### src/rtl/core/lss_pkg.sv
// Shared types and constants for the light signal sequencer.
// No dependencies.
`default_nettype none

package lss_pkg;

  localparam int TIMER_W = 16;
  localparam int CNT_W   = 8;
  localparam int OUT_W   = 6;
  localparam int ADDR_W  = 4;
  localparam int DATA_W  = 32;

  localparam logic [TIMER_W-1:0] TIMER_MAX = '1;

  // Message codes
  localparam logic [2:0] MSG_NONE = 3'd0;
  localparam logic [2:0] MSG_ACK  = 3'd1;
  localparam logic [2:0] MSG_NACK = 3'd2;
  localparam logic [2:0] MSG_ATTN = 3'd3;
  localparam logic [2:0] MSG_DONE = 3'd4;

  // Register indexes (byte address 4*i)
  localparam logic [1:0] REG_ON_TIME     = 2'd0;
  localparam logic [1:0] REG_OFF_TIME    = 2'd1;
  localparam logic [1:0] REG_FLASH_COUNT = 2'd2;

  localparam logic [TIMER_W-1:0] ON_TIME_RST     = 16'd200;
  localparam logic [TIMER_W-1:0] OFF_TIME_RST    = 16'd200;
  localparam logic [CNT_W-1:0]   FLASH_COUNT_RST = 8'd10;

  typedef struct packed {
    logic [2:0] msg;
    logic [9:0] elapsed_ms;
    logic       manual_enable;
    logic       light_up;
    logic       light_down;
    logic       light_reset;
  } lss_in_t;

  typedef struct packed {
    logic [OUT_W-1:0] light_level;
    logic             pattern_active;
  } lss_out_t;

endpackage

`default_nettype wire

### src/rtl/core/light_signal_sequencer_unit.sv
// Light signal sequencer: manual level control plus ack/nack/attention/ramp patterns.
// Depends on lss_pkg.
`default_nettype none

// Usage
//  - Input channel (in_valid/in_ready/in_data): one beat is one control pass,
//    carrying the message code, elapsed milliseconds and the manual buttons.
//  - Result channel (out_valid/out_ready/out_data): one beat per input beat,
//    the light level after that pass and whether any pattern is running.
//  - APB port: on_time at 0x0, off_time at 0x4, flash_count at 0x8. Write only
//    while no pass is outstanding. pready is tied high; reads return the value.
//  - Registered: the result appears in the cycle after the input beat is taken.
//  - Throughput: one pass per cycle unless stalled. Each pass is a short chain of
//    compare/add logic from the state registers into the result register.
//  - Stall: the result register holds while out_ready is low; in_ready then
//    drops, and rises again in the same cycle the held result is taken.
//  - Reset (rst_n low, synchronous): level, timer, counter and all pattern
//    machines go idle/zero, registers return to 200/200/10, out_valid clears.
//  - LIGHT_MAX sets the top level; light_level carries its low six bits.
module light_signal_sequencer_unit
  import lss_pkg::*;
#(
  parameter int unsigned LIGHT_MAX = 63
) (
  input  wire               clk,
  input  wire               rst_n,
  // input channel
  input  wire               in_valid,
  output logic              in_ready,
  input  lss_in_t           in_data,
  // result channel
  output logic              out_valid,
  input  wire               out_ready,
  output lss_out_t          out_data,
  // configuration
  input  wire               psel,
  input  wire               penable,
  input  wire               pwrite,
  input  wire  [ADDR_W-1:0] paddr,
  input  wire  [DATA_W-1:0] pwdata,
  output logic [DATA_W-1:0] prdata,
  output logic              pready
);

  localparam int LVL_W = (LIGHT_MAX < 2) ? 1 : $clog2(LIGHT_MAX + 1);
  localparam logic [LVL_W-1:0] LVL_MAX = LVL_W'(LIGHT_MAX);

  typedef enum logic [1:0] {ATT_REST, ATT_ON, ATT_OFF} att_t;
  typedef enum logic [1:0] {NACK_IDLE, NACK_ON0, NACK_OFF0, NACK_ON1} nack_t;
  typedef enum logic [1:0] {RAMP_IDLE, RAMP_UP, RAMP_DOWN} ramp_t;

  // config registers
  logic [TIMER_W-1:0] on_time_r, off_time_r;
  logic [CNT_W-1:0]   flash_count_r;

  // pass state
  logic [LVL_W-1:0]   lvl_r,   lvl_nxt;
  logic [TIMER_W-1:0] tmr_r,   tmr_nxt;
  logic [CNT_W-1:0]   fcnt_r,  fcnt_nxt;
  att_t               att_r,   att_nxt;
  nack_t              nack_r,  nack_nxt;
  logic               ack_r,   ack_nxt;
  ramp_t              ramp_r,  ramp_nxt;

  // result register
  logic               out_valid_r;
  lss_out_t           out_data_r, out_data_nxt;

  logic               in_acc;
  logic               cfg_wr;
  logic [TIMER_W:0]   tmr_sum;
  logic [LVL_W+OUT_W-1:0] lvl_wide;

  assign in_ready = !out_valid_r || out_ready;
  assign in_acc   = in_valid && in_ready;
  assign cfg_wr   = psel && penable && pwrite && pready;
  assign pready   = 1'b1;

  assign out_valid = out_valid_r;
  assign out_data  = out_data_r;

  always_comb begin
    unique case (paddr[3:2])
      REG_ON_TIME:     prdata = DATA_W'(on_time_r);
      REG_OFF_TIME:    prdata = DATA_W'(off_time_r);
      REG_FLASH_COUNT: prdata = DATA_W'(flash_count_r);
      default:         prdata = '0;
    endcase
  end

  // One control pass, in the fixed order: timer, manual, message, attention,
  // nack, ack, ramp. Later stages override the level set by earlier ones.
  always_comb begin
    lvl_nxt  = lvl_r;
    fcnt_nxt = fcnt_r;
    att_nxt  = att_r;
    nack_nxt = nack_r;
    ack_nxt  = ack_r;
    ramp_nxt = ramp_r;

    // saturating timer
    tmr_sum = {1'b0, tmr_r} + (TIMER_W + 1)'(in_data.elapsed_ms);
    tmr_nxt = tmr_sum[TIMER_W] ? TIMER_MAX : tmr_sum[TIMER_W-1:0];

    // manual buttons
    if (in_data.manual_enable) begin
      if (in_data.light_up) begin
        if (lvl_nxt < LVL_MAX) lvl_nxt = lvl_nxt + 1'b1;
      end else if (in_data.light_down) begin
        if (lvl_nxt != '0) lvl_nxt = lvl_nxt - 1'b1;
      end
      if (lvl_nxt > LVL_MAX) lvl_nxt = LVL_MAX;
      if (in_data.light_reset) lvl_nxt = '0;
    end

    // message kicks off a pattern; unknown codes only clear level and timer
    if (in_data.msg != MSG_NONE) begin
      case (in_data.msg)
        MSG_ACK:  ack_nxt  = 1'b1;
        MSG_NACK: nack_nxt = NACK_ON0;
        MSG_ATTN: begin
          att_nxt  = ATT_ON;
          fcnt_nxt = '0;
        end
        MSG_DONE: ramp_nxt = RAMP_UP;
        default: ;
      endcase
      lvl_nxt = '0;
      tmr_nxt = '0;
    end

    // attention
    if (att_nxt == ATT_ON) begin
      lvl_nxt = LVL_MAX;
      if (tmr_nxt > on_time_r) begin
        att_nxt = ATT_OFF;
        tmr_nxt = '0;
      end
    end else if (att_nxt == ATT_OFF) begin
      lvl_nxt = '0;
      if (tmr_nxt > off_time_r) begin
        att_nxt  = ATT_ON;
        tmr_nxt  = '0;
        fcnt_nxt = fcnt_nxt + 1'b1;
        if (fcnt_nxt >= flash_count_r) begin
          att_nxt  = ATT_REST;
          fcnt_nxt = '0;
        end
      end
    end

    // nack: on, off, on
    if (nack_nxt == NACK_ON0) begin
      lvl_nxt = LVL_MAX;
      if (tmr_nxt > on_time_r) begin
        nack_nxt = NACK_OFF0;
        tmr_nxt  = '0;
      end
    end else if (nack_nxt == NACK_OFF0) begin
      lvl_nxt = '0;
      if (tmr_nxt > off_time_r) begin
        nack_nxt = NACK_ON1;
        tmr_nxt  = '0;
      end
    end else if (nack_nxt == NACK_ON1) begin
      lvl_nxt = LVL_MAX;
      if (tmr_nxt > on_time_r) begin
        nack_nxt = NACK_IDLE;
        tmr_nxt  = '0;
        lvl_nxt  = '0;
      end
    end

    // ack: one flash
    if (ack_nxt) begin
      lvl_nxt = LVL_MAX;
      if (tmr_nxt > on_time_r) begin
        ack_nxt = 1'b0;
        tmr_nxt = '0;
        lvl_nxt = '0;
      end
    end

    // task-complete ramp
    if (ramp_nxt == RAMP_UP) begin
      if (lvl_nxt < LVL_MAX) lvl_nxt = lvl_nxt + 1'b1;
      if (lvl_nxt >= LVL_MAX) begin
        lvl_nxt  = LVL_MAX;
        ramp_nxt = RAMP_DOWN;
      end
    end else if (ramp_nxt == RAMP_DOWN) begin
      if (lvl_nxt > LVL_MAX) lvl_nxt = LVL_MAX;
      if (lvl_nxt != '0) lvl_nxt = lvl_nxt - 1'b1;
      if (lvl_nxt == '0) ramp_nxt = RAMP_IDLE;
    end

    lvl_wide = {{OUT_W{1'b0}}, lvl_nxt};
    out_data_nxt.light_level    = lvl_wide[OUT_W-1:0];
    out_data_nxt.pattern_active = (att_nxt != ATT_REST) || (nack_nxt != NACK_IDLE) ||
                                  ack_nxt || (ramp_nxt != RAMP_IDLE);
  end

  always_ff @(posedge clk) begin
    if (!rst_n) begin
      on_time_r     <= ON_TIME_RST;
      off_time_r    <= OFF_TIME_RST;
      flash_count_r <= FLASH_COUNT_RST;
      lvl_r         <= '0;
      tmr_r         <= '0;
      fcnt_r        <= '0;
      att_r         <= ATT_REST;
      nack_r        <= NACK_IDLE;
      ack_r         <= 1'b0;
      ramp_r        <= RAMP_IDLE;
      out_valid_r   <= 1'b0;
    end else begin
      if (cfg_wr) begin
        unique case (paddr[3:2])
          REG_ON_TIME:     on_time_r     <= pwdata[TIMER_W-1:0];
          REG_OFF_TIME:    off_time_r    <= pwdata[TIMER_W-1:0];
          REG_FLASH_COUNT: flash_count_r <= pwdata[CNT_W-1:0];
          default: ;
        endcase
      end
      if (in_acc) begin
        lvl_r       <= lvl_nxt;
        tmr_r       <= tmr_nxt;
        fcnt_r      <= fcnt_nxt;
        att_r       <= att_nxt;
        nack_r      <= nack_nxt;
        ack_r       <= ack_nxt;
        ramp_r      <= ramp_nxt;
        out_valid_r <= 1'b1;
      end else if (out_ready) begin
        out_valid_r <= 1'b0;
      end
    end
  end

  // result payload, no reset needed
  always_ff @(posedge clk) begin
    if (in_acc) begin
      out_data_r <= out_data_nxt;
    end
  end

endmodule

`default_nettype wire

### config.mk
export PLATFORM = sky130hd
export DESIGN_NAME = light_signal_sequencer_unit
export DESIGN_NICKNAME = d
export VERILOG_FILES = /design/src/rtl/core/lss_pkg.sv /design/src/rtl/core/light_signal_sequencer_unit.sv
export SDC_FILE = /design/constraint.sdc
export NUM_CORES = 1
export LEC_CHECK = 0
export BUFFER_PORTS_ARGS = -buffer_cell sky130_fd_sc_hd__buf_2
export CAP_MARGIN = 5
export CORE_MARGIN = 3
export CORE_UTILIZATION = 23
export CTS_CLUSTER_DIAMETER = 40
export DETAILED_ROUTE_END_ITERATION = 10
export PLACE_DENSITY = 0.35
export REMOVE_ABC_BUFFERS = 1
export SETUP_SLACK_MARGIN = 0.4
export SLEW_MARGIN = 5
export SYNTH_ARGS = -nofsm -noshare
export SYNTH_HDL_FRONTEND = slang
export SYNTH_SLANG_ARGS = --single-unit
### constraint.sdc
create_clock -name clk -period 17.7 [get_ports clk]
set_input_delay 3.54 -clock clk [delete_from_list [all_inputs] [get_ports clk]]
set_output_delay 3.54 -clock clk [all_outputs]
set_load 0.05 [all_outputs]
==> results_dict.tcl, run 1 <==
set metrics [dict create \
    dieArea_um2 36410 \
    first_global_vias 7108 \
    drtPass1Iterations 5 \
    synth_edf_count 7 \
    hold_viol 0 \
    fillers 3722 \
    cellPowerDensity_nw_per_um2 61.35 \
    dieHeight_um 190.8 \
    drtIter0Drc 379 \
    area_growth_syn_to_layout_pct 13.17 \
    avgSynthCellArea_um2 7.611 \
    place_hpwl_um 21050 \
    synth_top_area_share_pct 19.88 \
    cts_hold_buf 0 \
    dpl-instance-area_um2 8592 \
    io_buffers 66 \
    tns_ns 0 \
    drive_gt1_share_pct 10.98 \
    post_cts_resized 0 \
    netlist-cell-type-count 91 \
    clkSinkCount 85 \
    synth-seq-cells 85 \
    worst_pin_slew_ns 0.9957 \
    synth_common_cells "nand2_1, ha_1, nor2_1, dfxtp_1" \
    htree_levels 3 \
    post-route-drc-count 0 \
    cts_tree "yes" \
    cp-start-kind "input pin" \
    clk_pin_slew_ns 0.08 \
    synthCells 1032 \
    synth.largest_area_cell "dfxtp_1" \
    async_flop_share_pct 0 \
    pre_cts_ws_ns 2.102 \
    use_met3_pct 1.801 \
    gp_congestion 0.8335 \
    worst_skew_pair.late_latency_ns 0.37 \
    groute.layer.met2.usage_pct 22.39 \
    final_net_count 1243 \
    leakagePower_nw 3.930 \
    final_area_um2 8890 \
    drv_cap 0 \
    p_total_w 0.0005454 \
    ir_worst_vdd_uv 35.60 \
    core.rowCount 67 \
    critPathArrivalTime_ns 15.50 \
    fin_ws_ns 2.466 \
    synth_area_um2 7855 \
    instances_no_fill 1532 \
    synth_flop_cell "dfxtp_1" \
    max_stage_delay_ns 0.82 \
    fmax_ghz 0.06564 \
    cp_max_fo 17 \
    coreArea_um2 33620 \
    start_util_pct 23.37 \
    required_ns 17.96 \
    viasPerCell 4.804 \
    numCtsBuffers 9 \
    wl_per_cell_um 17.40 \
    fin_skew_ns 0.01208 \
    drv_slew 0 \
    fin_crit_ns 15.23 \
    period_share_pct 86.07 \
    status "finished clean" \
    grt_start_max_net_pins 50 \
    ant_nets 0 \
    grt_pass1_wl_um 41190 \
    yosysSeqAreaShare_pct 22.55 \
    cts_root_buffer "clkbuf_16" \
    grt.busiest_layer "met2" \
    grt_use_met1_pct 21.83 \
    die_x_um 190.8 \
    slew_headroom_pct 33.26 \
    num_antenna_cells 0 \
    placedCellCount 1516 \
    finalWirelength_um 26660 \
    synth.most_common_cell "nand2_1" \
    slowest_stage "a2111oi_0" \
    cts.path.max_buffers 2 \
    vias 7360 \
    crit_type "in -> reg" \
    hold_class "reg -> reg" \
    finalSetupViolCount 0 \
    grtUsageTotal_pct 14.59 \
    antenna_found_initial 0 \
    ys.warnings.count 0 \
    cp-end-kind "register" \
    cts_setup_buffers 0 \
    rsz0062_at_grt "false" \
    io_pins 102 \
    synth_area_leaders "dfxtp_1, ha_1, nand2_1, nor2_1, a21oi_1" \
    gr-total-overflow 0 \
]
where the power goes:
group | switching (W) | leakage [nW] | internal, W
combinational | 0.0000905 | 3.08 | 0.0000437
sequential | 0.00000642 | 0.700 | 0.000201
clock | 0.0000933 | 0.147 | 0.000110
total | 0.000190 | 3.93 | 0.000355
logic make-up after synthesis:
family / count (synthesis) / synth area share, %
XOR/XNOR: 23 / 2.565
multiplexers: 29 / 3.807
buffers and inverters: 132 / 7.423
AO/OA/AOI/OAI: 284 / 23.80
adder cells (fa/ha/maj): 105 / 16.79
other: 2 / 0.09561
AND/OR/NAND/NOR: 372 / 22.97
flip-flops: 85 / 22.55
cells in the final DEF (no fill, tap or decap), types with 16 or more instances in the layout:
master   instances
a21oi_1         75
nand4_1         25
dfxtp_1         78
inv_1           75
o21ai_0         53
nor2b_1         16
nor2_1         103
nand3_1         25
ha_1           103
conb_1          17
nand2_1        121
o21ai_1         19
mux2i_1         25
buf_2           66
a21o_1          28
state kept, by name, summed over array words and instances, names as in the netlist:
name,count
ack_r,1
tmr_r,16
out_data,7
flash_count_r,8
off_time_r,16
att_r,2
fcnt_r,8
lvl_r,6
out_valid,1
on_time_r,16
nack_r,2
ramp_r,2
path summary, 6_finish.rpt:
check	slack, ns	startpoint	endpoint	cells after the start
max reg2reg	5.44	tmr_r[0]	ramp_r[0]	43
max	2.47	in_data[4]	ramp_r[0]	44
min	0.46	tmr_r[9]	tmr_r[9]	2
min reg2reg	0.46	tmr_r[9]	tmr_r[9]	2
area by class of cell:
class	count	area, µm²	share of cell area [%]
multi-input cells	830	5562	62.56
flip-flops and latches	85	1772	19.93
well taps	448	560.5	6.305
repair buffers	77	412.9	4.645
inverters	76	285.3	3.209
clock buffers	9	225.2	2.533
clock inverters	7	72.57	0.8163
critical path: cells and delay by family:
kind                       cells  cell delay [ns]
adders and majority gates      6             1.82
and+or+nand+nor               14             2.95
xor gates and xnor gates       1             0.09
AOI/OAI and AO/OA             20             6.56
buffers and inverters          3             0.52
metal layers:
layer	part of all wire (%)	routed length (µm)
met2	43	11370
met5	0	0
met4	1.0	269
met1	53	14170
met3	3.2	848
stage by stage:
stage                     utilization [%]  hold slack [ns]
final                               26.45           0.4595
after global routing                26.45           0.4837
after CTS                           26.45           0.4637
after detailed placement            25.56           0.4527
after global placement              25.56           0.4449
after floorplan                         -           0.4332
Power figures use the tool's default switching activity.
==> run 2: changes to the inputs <==
--- a/config.mk
+++ b/config.mk
@@ -5,13 +5,13 @@
 export SDC_FILE = /design/constraint.sdc
 export NUM_CORES = 1
 export LEC_CHECK = 0
+export ABC_AREA = 1
 export BUFFER_PORTS_ARGS = -buffer_cell sky130_fd_sc_hd__buf_2
 export CAP_MARGIN = 5
 export CORE_MARGIN = 3
 export CORE_UTILIZATION = 23
 export CTS_CLUSTER_DIAMETER = 40
 export DETAILED_ROUTE_END_ITERATION = 10
-export PLACE_DENSITY = 0.35
 export REMOVE_ABC_BUFFERS = 1
 export SETUP_SLACK_MARGIN = 0.4
 export SLEW_MARGIN = 5
==> results_dict.tcl, run 2 <==
set metrics [dict create \
    status "finished clean" \
    multiInputGateArea_um2 5398 \
    post_cts_resized 0 \
    cellPowerDensity_nw_per_um2 64.05 \
    period_share_pct 71.00 \
    num_antenna_cells 0 \
    leakagePower_nw 4.320 \
    pre_cts_ws_ns 4.761 \
    rsz0062_at_grt "false" \
    first_global_vias 7417 \
    cp-start-kind "input pin" \
    cts_tree "yes" \
    dpl-instance-area_um2 8693 \
    hold_class "reg -> reg" \
    final_common_cell "nand2_1" \
    async_flop_share_pct 0 \
    clkSinkCount 85 \
    grtUsageTotal_pct 12.80 \
    die_x_um 192.7 \
    crit_type "in -> reg" \
    drtIter0Drc 490 \
    dieHeight_um 192.7 \
    hold_viol 0 \
    worst_pin_slew_ns 0.9473 \
    tns_ns 0 \
    grt_start_max_net_pins 52 \
    htree_levels 3 \
    reg.largest.list "off_time_r x16, on_time_r x16, tmr_r x16" \
    fin_skew_ns 0.01669 \
    synth_edf_count 7 \
    ant_nets 0 \
    core.rowCount 67 \
    vias 7877 \
    fin_ws_ns 5.134 \
    cts_root_buffer "clkbuf_16" \
    drv_cap 0 \
    ir_worst_vdd_uv 44.08 \
    dieArea_um2 37130 \
    drtPass1Iterations 5 \
    wl_per_cell_um 13.91 \
    max_stage_delay_ns 0.53 \
    gr-total-overflow 0 \
    synthCells 1189 \
    io_pins 102 \
    start_util_pct 23.61 \
    grt_pass1_wl_um 38060 \
    final-seq-area_um2 1772 \
    ys.warnings.count 0 \
    cts_hold_buf 0 \
    layout_common_cells "nand2_1, inv_1, a21oi_1, ha_1, nor2_1" \
    place_hpwl_um 18630 \
    numCtsBuffers 9 \
    required_ns 17.81 \
    synth_top_area_share_pct 19.48 \
    cp-end-kind "register" \
    cts.path.max_buffers 2 \
    coreArea_um2 33950 \
    avgSynthCellArea_um2 6.742 \
    antenna_found_initial 0 \
    cts_setup_buffers 0 \
    slowest_stage "nand3_1" \
    fillers 3804 \
    drive_gt1_share_pct 12.28 \
    synth.most_common_cell "nand2_1" \
    crit_path_frequent_cell "nand2_1" \
    yosysSeqAreaShare_pct 22.10 \
    critPathArrivalTime_ns 12.68 \
    synth_area_um2 8016 \
    area_growth_syn_to_layout_pct 11.97 \
    drv_slew 0 \
    io_buffers 66 \
    fin_crit_ns 12.57 \
    viasPerCell 4.672 \
    netlist-cell-type-count 54 \
    synth-seq-cells 85 \
    finalWirelength_um 23450 \
    clk_pin_slew_ns 0.07 \
    cp_max_fo 30 \
    synth_area_leaders "dfxtp_1, ha_1, nand2_1, a21oi_1, inv_1" \
    slew_headroom_pct 36.85 \
    finalSetupViolCount 0 \
    post-route-drc-count 0 \
    worst_skew_pair.late_latency_ns 0.36 \
    synth.largest_area_cell "dfxtp_1" \
    final_area_um2 8976 \
    gp_congestion 0.8528 \
    final_net_count 1397 \
    fmax_ghz 0.07958 \
    synth_common_cells "nand2_1, inv_1, a21oi_1, ha_1, nor2_1" \
    synth_flop_cell "dfxtp_1" \
]
-- run 2: final cells by class --
type | instances | area share (%)
timing repair buffer | 68 | 3.847
tap | 448 | 6.245
clock inverter | 7 | 0.6412
clock buffer | 9 | 2.509
multi-input combinational | 905 | 60.13
inverter | 164 | 6.886
sequential | 85 | 19.74
-- run 2: logic make-up (layout without fill, tap and decap cells) --
logic type | count (synthesis) | count (layout) | share of synthesized area, %
XOR/XNOR | 16 | 16 | 1.748
flip-flops | 85 | 85 | 22.10
AND/OR/NAND/NOR | 506 | 506 | 29.69
AO/OA/AOI/OAI | 262 | 262 | 18.78
buffers and inverters | 214 | 248 | 11.27
adder cells (fa/ha/maj) | 104 | 104 | 16.33
other | 2 | 17 | 0.09368
-- run 2: power breakdown --
group          total, W  internal (W)  switching, W
combinational  0.000174     0.0000506      0.000123
sequential     0.000210      0.000204    0.00000635
clock          0.000191     0.0000974     0.0000935
-- run 2: worst max-delay path, delay by kind of cell --
family	cells	cell delay, ns
AOI/OAI and AO/OA	5	0.90
adders and majority gates	6	1.64
buffers and inverters	9	1.24
and+or+nand+nor	32	5.30
-- run 2: path summary, 6_finish.rpt --
path | slack, ns | cells after the start | endpoint | from
worst max-delay path | 5.13 | 52 | out_data[0] | in_data[4]
worst min-delay path | 0.47 | 2 | att_r[0] | att_r[0]
worst max register to register | 8.11 | 51 | out_data[0] | tmr_r[0]
worst min register to register | 0.47 | 2 | att_r[0] | att_r[0]
-- run 2: layer usage --
layer  global-route usage [%]  share of wire [%]
met2                    20.05                 43
met3                    1.762                4.4
met1                    18.74                 51
met5                        0                  0
met4                    2.410               0.85
-- run 2: stage by stage --
step | util [%] | cells | hold WS [ns] | power [W]
detailed placement | 25.61 | 1670 | 0.4520 | 0.0003879
finish | 26.44 | 1686 | 0.4660 | 0.0005749
floorplan | - | 1154 | 0.4322 | 0.0003432
global placement | 25.61 | 1670 | 0.4516 | 0.0003847
global route | 26.44 | 1686 | 0.4835 | 0.0006117
CTS | 26.44 | 1686 | 0.4676 | 0.0005806
==> run 3: changes to the inputs <==
==> constraint.sdc (replaced) <==
create_clock -name clk -period 13.1 [get_ports clk]
set_input_delay 2.62 -clock clk [delete_from_list [all_inputs] [get_ports clk]]
set_output_delay 2.62 -clock clk [all_outputs]
set_load 0.05 [all_outputs]
==> results_dict.tcl, run 3 (synthesis results as in run 2) <==
set metrics [dict create \
    hold_class "reg -> reg" \
    first_global_vias 7281 \
    hold_viol 0 \
    coreArea_um2 33950 \
    clkPwrFrac_pct 34.9 \
    p_comb_share_pct 29.5 \
    cts.path.max_buffers 2 \
    drive_gt1_share_pct 12.42 \
    htree_levels 3 \
    worst_skew_pair.late_latency_ns 0.36 \
    core.rowCount 67 \
    start_util_pct 23.61 \
    intPower_w 0.0004959 \
    crit_type "in -> reg" \
    cp-end-kind "register" \
    slew_headroom_pct 37.10 \
    clkSinkCount 85 \
    rsz0062_at_grt "false" \
    layout_common_cells "nand2_1, inv_1, a21oi_1, ha_1, nor2_1" \
    leakagePower_nw 4.346 \
    io_pins 102 \
    dieArea_um2 37130 \
    drtPass1Iterations 7 \
    switchingPower_w 0.0003015 \
    finalSetupViolCount 0 \
    gp_congestion 0.8856 \
    ir_worst_vdd_uv 48.55 \
    viasPerCell 4.652 \
    slowest_stage "a21oi_2" \
    final_common_cell "nand2_1" \
    cts_root_buffer "clkbuf_16" \
    worst_pin_slew_ns 0.9425 \
    dieHeight_um 192.7 \
    placedCellCount 1672 \
    cellPowerDensity_nw_per_um2 88.43 \
    cp-start-kind "input pin" \
    wl_per_cell_um 13.83 \
    crit_path_frequent_cell "nand2_1" \
    drv_cap 0 \
    swShare_pct 37.81 \
    area_growth_syn_to_layout_pct 12.47 \
    post-route-drc-count 0 \
    tns_ns 0 \
    gr-total-overflow 0 \
    vias 7853 \
    final_area_um2 9016 \
    clk_pin_slew_ns 0.07 \
    grt_start_max_net_pins 52 \
    status "finished clean" \
    cp_max_fo 16 \
    grt_pass1_wl_um 37540 \
    required_ns 13.21 \
    numCtsBuffers 9 \
    fin_skew_ns 0.01812 \
    io_buffers 66 \
    ant_nets 0 \
    max_stage_delay_ns 0.58 \
    antenna_found_initial 1 \
    cts_hold_buf 0 \
    grtUsageTotal_pct 12.61 \
    cts_tree "yes" \
    drv_slew 0 \
    fmax_ghz 0.08458 \
    critPathArrivalTime_ns 11.93 \
    period_share_pct 90.25 \
    fin_crit_ns 11.82 \
    dpl-instance-area_um2 8708 \
    seq_power_share_pct 35.7 \
    reg.largest.list "off_time_r x16, on_time_r x16, tmr_r x16" \
    place_hpwl_um 18600 \
    drtIter0Drc 446 \
    die_x_um 192.7 \
    holdWs_ns 0.4622 \
    final_net_count 1399 \
    instances_no_fill 1688 \
    num_antenna_cells 0 \
    finalWirelength_um 23350 \
    cts_setup_buffers 0 \
    post_cts_resized 0 \
]
run 3: cell count changes in the layout (fill, tap and decap cells not counted):
| cell | change |
|---|---|
| inv_8 | +1 |
| buf_4 | +2 |
| inv_6 | -1 |
| bufinv_16 | +1 |
| clkinvlp_4 | -1 |
run 3: cell type report:
class / count / area [µm²]
Sequential cell: 85 / 1772
Tap cell: 448 / 560.5
Inverter: 164 / 618.1
Fill cell: 3777 / 24940
Clock buffer: 9 / 225.2
Timing Repair Buffer: 70 / 360.3
Clock inverter: 7 / 82.58
Multi-Input combinational cell: 905 / 5398
run 3: path summary, 6_finish.rpt:
| check | from | to | slack, ns | cells after the start |
|---|---|---|---|---|
| worst max-delay path | in_data[4] | out_data[0] | 1.28 | 49 |
| worst min-delay path | ack_r | ack_r | 0.46 | 2 |
| worst max register to register | tmr_r[0] | out_data[0] | 3.34 | 48 |
| worst min register to register | ack_r | ack_r | 0.46 | 2 |
run 3: stage by stage:
step           util [%]  setup slack (ns)  power (W)
4_1_cts           26.56             1.346  0.0008034
3_3_place_gp      25.65             1.075  0.0005205
3_5_place_dp      25.65            0.9806  0.0005244
5_1_grt           26.56            0.4079  0.0008436
6_report          26.56             1.277  0.0007973
2_1_floorplan         -             2.787  0.0004637
run 3: worst max-delay path: cells and delay by family:
kind	cells	cell delay [ns]
AOI/OAI and AO/OA	10	2.28
and+or+nand+nor	26	4.03
adders and majority gates	6	1.81
buffers and inverters	7	1.15
run 3: power by group through the flow:
stage               sequential [W]  clock [W]  combinational [W]
CTS                       0.000285   0.000284           0.000235
detailed placement        0.000291          0           0.000234
global placement          0.000291          0           0.000230
global route              0.000286   0.000293           0.000264
floorplan                 0.000301          0           0.000162
finish                    0.000284   0.000278           0.000235
run 3: routing by layer:
layer | wire (µm) | vias to the layer above | share of wire, % | track usage, %
met5 | 10 | - | 0.043 | 0
met4 | 285 | 2 | 1.2 | 2.886
met3 | 1060 | 20 | 4.5 | 1.617
met2 | 10070 | 173 | 43 | 19.86
met1 | 11920 | 3592 | 51 | 18.25
li1 | - | 4066 | - | -
